<file path="config.mk">
export PLATFORM = sky130hd
export DESIGN_NAME = rau_div
export DESIGN_NICKNAME = d
export VERILOG_FILES = /design/src/hdl/rau_div.sv
export SDC_FILE = /design/constraint.sdc
export NUM_CORES = 1
export LEC_CHECK = 0
export BUFFER_PORTS_ARGS = -buffer_cell sky130_fd_sc_hd__buf_2
export CORE_MARGIN = 10
export CORE_UTILIZATION = 30
export DETAILED_ROUTE_END_ITERATION = 6
export PLACE_DENSITY = 0.44
export SYNTH_ARGS = -nofsm -noshare
export SYNTH_HDL_FRONTEND = slang
export SYNTH_SLANG_ARGS = --single-unit
export TNS_END_PERCENT = 5
</file>
<file path="constraint.sdc">
create_clock -name clk_i -period 3.64 [get_ports clk_i]
set_input_delay 0 -clock clk_i [delete_from_list [all_inputs] [get_ports clk_i]]
set_output_delay 0 -clock clk_i [all_outputs]
set_load 0.01 [all_outputs]
</file>
<file path="src/hdl/rau_div.sv">
// ----------------------------------------------------------------------------
// rau_div
// Restoring bit-serial unsigned divider, one quotient bit per cycle.
// ----------------------------------------------------------------------------
module rau_div #(
  parameter int PW = 64
) (
  input  logic          clk_i,
  input  logic          rst_ni,
  input  logic          start_i,
  input  logic [PW-1:0] dividend_i,
  input  logic [PW-1:0] divisor_i,
  output logic          done_o,
  output logic [PW-1:0] quotient_o
);

  localparam int CW = $clog2(PW);

  logic [PW:0]   rem_q, rem_d;
  logic [PW-1:0] quo_q, quo_d;
  logic [PW-1:0] dv_q, dv_d;
  logic [CW-1:0] cnt_q, cnt_d;
  logic          busy_q, busy_d;
  logic          done_q, done_d;
  logic [PW:0]   shifted;
  logic [PW:0]   diff;

  always_comb begin
    shifted = {rem_q[PW-1:0], quo_q[PW-1]};
    diff    = shifted - {1'b0, dv_q};
    rem_d   = rem_q;
    quo_d   = quo_q;
    dv_d    = dv_q;
    cnt_d   = cnt_q;
    busy_d  = busy_q;
    done_d  = 1'b0;
    if (start_i) begin
      rem_d  = '0;
      quo_d  = dividend_i;
      dv_d   = divisor_i;
      cnt_d  = '0;
      busy_d = 1'b1;
    end else if (busy_q) begin
      if (!diff[PW]) begin
        rem_d = diff;
        quo_d = {quo_q[PW-2:0], 1'b1};
      end else begin
        rem_d = shifted;
        quo_d = {quo_q[PW-2:0], 1'b0};
      end
      cnt_d = cnt_q + 1'b1;
      if (cnt_q == CW'(PW-1)) begin
        busy_d = 1'b0;
        done_d = 1'b1;
      end
    end
  end

  always_ff @(posedge clk_i or negedge rst_ni) begin
    if (!rst_ni) begin
      busy_q <= 1'b0;
      done_q <= 1'b0;
      cnt_q  <= '0;
    end else begin
      busy_q <= busy_d;
      done_q <= done_d;
      cnt_q  <= cnt_d;
    end
  end

  always_ff @(posedge clk_i) begin
    rem_q <= rem_d;
    quo_q <= quo_d;
    dv_q  <= dv_d;
  end

  assign done_o     = done_q;
  assign quotient_o = quo_q;

endmodule

</file>
## Yosys cells after proc, flatten, opt, wreduce, memory -nomap -nowiden

Index checks and enable logic that the tools add are counted.

- Bits of input ports: 131
- Output and inout bits: 65
- Bits in registers: 200

- Mux-type cells: 12
- Reduce and logical (&&, ||, !) cells: 1
- Eq/ne operators: 1
- Add/subtract/negate cells: 2

Operators by type and width:

| kind | number |
|---|---|
| 2-to-1 mux 64 bit | 3 |
| subtractor 65 x 64 -> 65 bit | 1 |
| 2-to-1 mux 6 bit | 2 |
| 2-to-1 mux 1 bit | 7 |
| adder 6 x 1 -> 6 bit (second input constant) | 1 |
| equality test 6 bit (second input constant) | 1 |
| nonzero test 2 bit | 1 |

## Longest topological paths before layout

Gate-level depths: netlist of run 1.

- Word-level depth: 4
- Depth in mapped cells: 15
- Mapped depth without buffers: 13

## Least setup slack after synthesis of run 1

No wires, ideal clock.

- Kind: reg2reg
- From: reg quo_q[63], in the netlist quotient_o[63]
- To: reg rem_q[8]
- Cell stages (with the launch flop): 14
- Path buffers: 0
- Data arrival time: 3.118 ns
- Slack: 0.431 ns
- Cells stage by stage: edfxtp_1 > inv_1 > ha_1 > fa_1 > and2b_1 > o211ai_2 > a21oi_1 > o21ai_2 > a311oi_4 > o211ai_2 > nand3_2 > nand2_2 > or4_1 > a311oi_1

- Word-level cells in the longest chain between the ends: 2

RTL lines:

| element | RTL line | text |
|---|---|---|
| start: declaration | 20 | `logic [PW-1:0] quo_q, quo_d;` |
| start signal: assignment | 73 | `quo_q <= quo_d;` |
| subtractor 65 x 64 -> 65 bit | 30 | `diff = shifted - {1'b0, dv_q};` |
| 2-to-1 mux 64 bit | 44 | `if (!diff[PW]) begin` |
| end signal: assignment | 72 | `rem_q <= rem_d;` |
| end: declaration | 19 | `logic [PW:0] rem_q, rem_d;` |

No other way between the ends.
A chain may end at the register's enable or synchronous reset.

## Final worst setup path of run 1

- From: reg dv_q[6]
- To: reg rem_q[61]

- Word-level cells in the longest chain between the ends: 2

RTL lines:

| element | RTL line | text |
|---|---|---|
| start: declaration | 21 | `logic [PW-1:0] dv_q, dv_d;` |
| start signal: assignment | 74 | `dv_q <= dv_d;` |
| subtractor 65 x 64 -> 65 bit | 30 |  |
| 2-to-1 mux 64 bit | 44 |  |

No other way between the ends.

==> results.yml, run 1 <==
floorplan:
  die_h_um: 221.1
  io_pins: 196
  die_x_um: 221.1
  start_util: 0.3046
  fp.dieArea_um2: 48880
  rows: 73
  core_area_um2: 39820
drt:
  drc_errors: 0
  wl_met2_um: 17650
  avgRoutedWirePerCell_um: 17.99
  drt_wl_total_um: 38250
  wl_met3_um: 2407
  drtPass1Iterations: 6
  drt-initial-drc-count: 678
  top_layer_used: "met4"
  ant_nets: 0
  wl_met1_um: 17910
  vias: 10520
  via_per_inst: 4.949
global_route:
  grt_pass1_wl_um: 62100
  overflow: 0
  grt_max_degree: 92
  grtUsageTotal: 0.1550
  grt_pass1_vias: 11100
  antenna_found_initial: 1
job:
  max-cap-violations: 0
sta:
  finalWorstSetupSlack_ns: 0.2144
  hold_viol_final: 0
  rsz0062_at_grt: "yes"
  drv_slew: 0
  setup_viol: 0
  post-route-period-util: 0.9411
  period_needed_ns: 3.426
  tns_ns: 0
  tightest_slew_ns: 0.9478
  max_freq_mhz: 291.9
  slew_headroom: 0.3681
  skew_ns: 0.01613
outcome:
  status: "complete, no violations"
yosys:
  yosys_warnings: 0
  yosysUniqueCellTypes: 77
  synth_top_family_by_area: "compound AO/OA/AOI/OAI gates"
  synth.avg_cell_area_um2: 9.537
  synth-xor-area-share: 0.03682
  synthCells: 1272
  yosys.area_share.simple: 0.1543
  synth-compound-area-share: 0.1881
  syn-num-nets: 1469
  synth_seq_cells: 200
  yosys.area_share.adder: 0.06869
  synth_area_um2: 12130
  synthFlopType: "edfxtp_1"
  synth_edf_count: 128
  yosysSeqAreaShare: 0.4389
  synth_mux_area_frac: 0.06188
  async_reset_ff_frac: 0.04000
place:
  place.gp.congestion: 0.8539
  io_buffers: 195
  placed_cells: 1960
  hpwl_um: 28670
  place_ws_ns: 0.05115
  placed_area_um2: 13750
cts:
  cts_sinks: 200
  clk_pin_slew_ns: 0.08
  clk_path_buf_depth: 2
  cts_buffers: 17
  cts_tree: "built"
  clk_latency_ns: 0.48
  htree_levels: 4
  cts-root-buf: "clkbuf_16"
cells_and_area:
  syn_to_final_growth_pct: 29.61
  final_cell_mix: "buf_2, nand2_1, dlygate4sd3_1"
  final_cells: 2126
  final_nets: 1784
  final_area_um2: 15720
  mostFrequentLayoutCell: "buf_2"
  drive_above_1_share: 0.2256
pwr:
  vdd_drop_max_uv: 329.3
  power_density_nw_per_um2: 588.3
  power.switching_w: 0.003734
  p_comb_frac: 0.445
  p_leak_nw: 6.612
  total_power_w: 0.009250
  pwr-share-clk: 0.218
  seqPwrFrac: 0.337
  internal_power_w: 0.005516
  switching_share: 0.4037
min_path:
  hold_class: "primary input to flop"
worst_setup_path:
  start_kind: "flop"
  crit_type: "flop to flop"
  arrival_ns: 3.83
  cp-end-kind: "flop"
  critPathRequiredTime_ns: 4.04
  path_max_fanout: 6
-- area by class of cell --
class / instances / area, um^2
inverter: 91 / 341.6
clock inverter: 14 / 172.7
multi-input combinational: 918 / 6222
tap: 525 / 656.9
clock buffer: 18 / 429.2
fill: 4076 / 24100
timing repair buffer: 359 / 2570
sequential: 200 / 5329
antenna: 1 / 2.502
-- metrics by stage --
| stage | hold WS, ns | utilization |
|---|---|---|
| global placement | -0.1399 | 0.3454 |
| floorplan | -0.2956 | - |
| detailed placement | -0.1385 | 0.3454 |
| global route | 0.1066 | 0.3948 |
| CTS | 0.08563 | 0.3932 |
| finish | 0.08367 | 0.3948 |
-- critical path, cell delays in order, from the launching register on --
cell and delay [ns]:
edfxtp_1 0.32, inv_1 0.04, ha_1 0.38, o21ai_2 0.10, a211oi_2 0.25, o21ai_2 0.13, a21boi_2 0.28, a311oi_4 0.16
o211ai_2 0.30, o2111ai_2 0.20, a2111oi_2 0.45, buf_4 0.18, mux2_2 0.33, a211oi_2 0.21
-- worst paths after layout --
check                         start        end  slack [ns]  cells past startpoint
max                         dv_q[6]  rem_q[61]        0.21                     13
min                         start_i    dv_q[9]        0.08                      1
max reg2reg                 dv_q[6]  rem_q[61]        0.21                     13
min reg2reg                rem_q[1]   rem_q[1]        0.49                      2
max in group asynchronous    rst_ni     busy_q        2.82                      3
min in group asynchronous    rst_ni     busy_q        0.51                      3
-- timing repair --
item / 4_1_cts / 5_1_grt
gates resized for setup: 0 / 7
hold endpoints to repair: 136 / 0
endpoints found under the setup margin: 0 / 39
hold buffers: 130 / 0
buffers inserted: 0 / 3
-- layer usage --
| metal | vias up | global-route usage |
|---|---|---|
| met3 | 24 | 0.04706 |
| met5 | - | 0 |
| met2 | 237 | 0.2456 |
| met1 | 5001 | 0.2054 |
| li1 | 5259 | - |
| met4 | 0 | 0.02818 |
-- Yosys cell counts (all sizes together) (5+ instances only) --
cell,instances,area share
nor2,109,0.034
inv,91,0.028
nand3,23,0.011
a21oi,99,0.041
mux2,64,0.059
a21o,29,0.018
or3,11,0.0057
nand2,169,0.052
o211ai,15,0.011
xnor2,30,0.022
a31oi,7,0.0036
dfxtp,64,0.11
ha,65,0.067
a21boi,5,0.0034
o21ai,60,0.026
clkbuf,30,0.0093
o21a,10,0.0063
o31ai,5,0.0031
nand3b,9,0.0056
a311oi,53,0.042
nor3,21,0.0095
nand2b,9,0.0046
dfrtp,8,0.017
nand4,22,0.013
buf,33,0.014
o21bai,17,0.011
and2,6,0.0031
xor2,21,0.015
a211oi,8,0.0058
edfxtp,128,0.32
-- power by group through the flow --
stage / combinational, W / sequential, W / clock, W
2_1_floorplan: 0.00280 / 0.00311 / 0
3_3_place_gp: 0.00395 / 0.00317 / 0
3_5_place_dp: 0.00394 / 0.00316 / 0
4_1_cts: 0.00408 / 0.00312 / 0.00209
5_1_grt: 0.00461 / 0.00317 / 0.00216
6_report: 0.00412 / 0.00312 / 0.00201
-- cell families after synthesis --
group / Yosys count
xor+xnor: 51
compound gates: 329
fa+ha+maj: 66
buf+inv: 154
mux: 67
simple gates: 405
flops: 200
-- sequential cells by signal, summed over array words and instances (netlist names) --
signal	count
busy_q	1
cnt_q	6
done_o	1
dv_q	64
quotient_o	64
rem_q	64
(Power assumes the default switching activity.)
==> inputs of run 2 (changes only) <==
--- a/config.mk
+++ b/config.mk
@@ -7,8 +7,10 @@
 export LEC_CHECK = 0
 export BUFFER_PORTS_ARGS = -buffer_cell sky130_fd_sc_hd__buf_2
+export CELL_PAD_IN_SITES_DETAIL_PLACEMENT = 2
+export CELL_PAD_IN_SITES_GLOBAL_PLACEMENT = 2
 export CORE_MARGIN = 10
 export CORE_UTILIZATION = 30
 export DETAILED_ROUTE_END_ITERATION = 6
-export PLACE_DENSITY = 0.44
+export PLACE_DENSITY_LB_ADDON = 0.25
 export SYNTH_ARGS = -nofsm -noshare
 export SYNTH_HDL_FRONTEND = slang
==> constraint.sdc (replaced) <==
create_clock -name clk_i -period 3.64 [get_ports clk_i]
set_input_delay 1.092 -clock clk_i [delete_from_list [all_inputs] [get_ports clk_i]]
set_output_delay 1.092 -clock clk_i [all_outputs]
set_load 0.01 [all_outputs]
==> run 2 against run 1 <==
Against the previous run: routed wire length is 9.7% higher; power is 0.33% lower; first-iteration DRC count is 34% lower; largest cell class unchanged; largest power group unchanged; highest routed layer is now met5.
==> results.yml, run 2 (synthesis results as in run 1) <==
global_route:
  antenna_found_initial: 9
  grt_pass1_vias: 11540
  grtUsageTotal: 0.1681
  grt_max_degree: 65
  grt_pass1_wl_um: 66180
  overflow: 0
floorplan:
  rows: 73
  die_x_um: 221.1
  start_util: 0.3046
  io_pins: 196
  core_area_um2: 39820
  fp.dieArea_um2: 48880
  die_h_um: 221.1
pwr:
  power_density_nw_per_um2: 635.7
  vdd_drop_max_uv: 350.0
  total_power_w: 0.009220
  p_leak_nw: 6.100
worst_setup_path:
  crit_type: "flop to flop"
  critPathRequiredTime_ns: 4.02
  path_max_fanout: 5
  cp-end-kind: "flop"
  start_kind: "flop"
  arrival_ns: 3.82
outcome:
  status: "complete, no violations"
cells_and_area:
  syn_to_final_growth_pct: 19.54
  drive_above_1_share: 0.2462
  final_area_um2: 14500
  mostFrequentLayoutCell: "buf_2"
  final_nets: 1650
  final_cell_mix: "buf_2, nand2_1, edfxtp_1"
cts:
  clk_latency_ns: 0.48
  cts_sinks: 200
  clk_pin_slew_ns: 0.09
  cts-root-buf: "clkbuf_16"
  htree_levels: 4
  cts_tree: "built"
  clk_path_buf_depth: 2
  cts_buffers: 17
sta:
  setup_viol: 0
  max_freq_mhz: 290.5
  period_needed_ns: 3.442
  tightest_slew_ns: 0.7307
  hold_viol_final: 0
  slew_headroom: 0.5077
  drv_slew: 0
  hold_slack_ns: 0.4658
  post-route-period-util: 0.9457
  skew_ns: 0.01951
place:
  placed_area_um2: 13790
  hpwl_um: 33020
  io_buffers: 195
  place.gp.congestion: 0.8229
drt:
  drt_wl_total_um: 41940
  drc_errors: 0
  ant_nets: 0
  drt-initial-drc-count: 446
  drtPass1Iterations: 4
  vias: 10280
  avgRoutedWirePerCell_um: 21.02
  via_per_inst: 5.153
job:
  max-cap-violations: 0
min_path:
  hold_class: "primary input to asynchronous set/reset pin"
==> run 2: worst paths after layout <==
check	from	to	slack, ns	cells past startpoint
worst max-delay path	quotient_o[63]	rem_q[62]	0.20	14
worst min-delay path	rst_ni	cnt_q[2]	0.47	1
worst max register to register	quotient_o[63]	rem_q[62]	0.20	14
worst min register to register	rem_q[35]	rem_q[36]	0.50	2
max in group asynchronous	rst_ni	busy_q	2.97	1
min in group clk_i	rem_q[35]	rem_q[36]	0.50	2
==> run 2: layer usage <==
metal  track usage  up-vias  routed length, um
li1              -     4993                  -
met2        0.2840      178              20420
met4       0.03369       12                395
met3       0.05919       34               2505
met5             0        -                 87
met1        0.2020     5063              18530
==> run 2: critical path: stages (launching register included) <==
cell      delay (ns)
edfxtp_1        0.40
inv_1           0.06
ha_1            0.22
fa_1            0.40
and2b_1         0.25
o211ai_2        0.12
a21oi_4         0.24
nor4_2          0.10
nor2_1          0.24
a31oi_1         0.12
buf_4           0.19
o21ai_0         0.26
a211oi_1        0.16
or3_1           0.34
a311oi_1        0.24
==> run 2: final cells by class <==
cell class | count | area (um^2)
inverter | 91 | 341.6
tap | 525 | 656.9
antenna | 4 | 10.01
fill | 4485 | 25320
clock inverter | 15 | 170.2
timing repair buffer | 225 | 1297
clock buffer | 17 | 425.4
multi-input combinational | 918 | 6272
sequential | 200 | 5329
==> run 2: where the power goes <==
group,switching [W],leakage [nW],total [W],internal (W)
Clock,0.00103,0.292,0.00196,0.000927
Sequential,0.000310,1.93,0.00313,0.00282
Combinational,0.00250,3.88,0.00413,0.00162
==> run 2: repair_timing <==
item                       in CTS  in global routing
hold endpoints to repair        0                  0
setup endpoints to repair       3                 60
hold buffers                    0                  0
pin swaps                       0                  1
resized for setup               1                 14
buffers inserted                0                  3
==> run 2: stage by stage <==
stage                 util  instances  TNS (ns)  setup WS [ns]
floorplan                -       1272         0         0.4280
global placement    0.3462       1956         0         0.1369
detailed placement  0.3462       1956         0        0.02627
CTS                 0.3613       1988         0        0.06922
global route        0.3641       1994  -0.05752       -0.05070
finish              0.3642       1995         0         0.1977
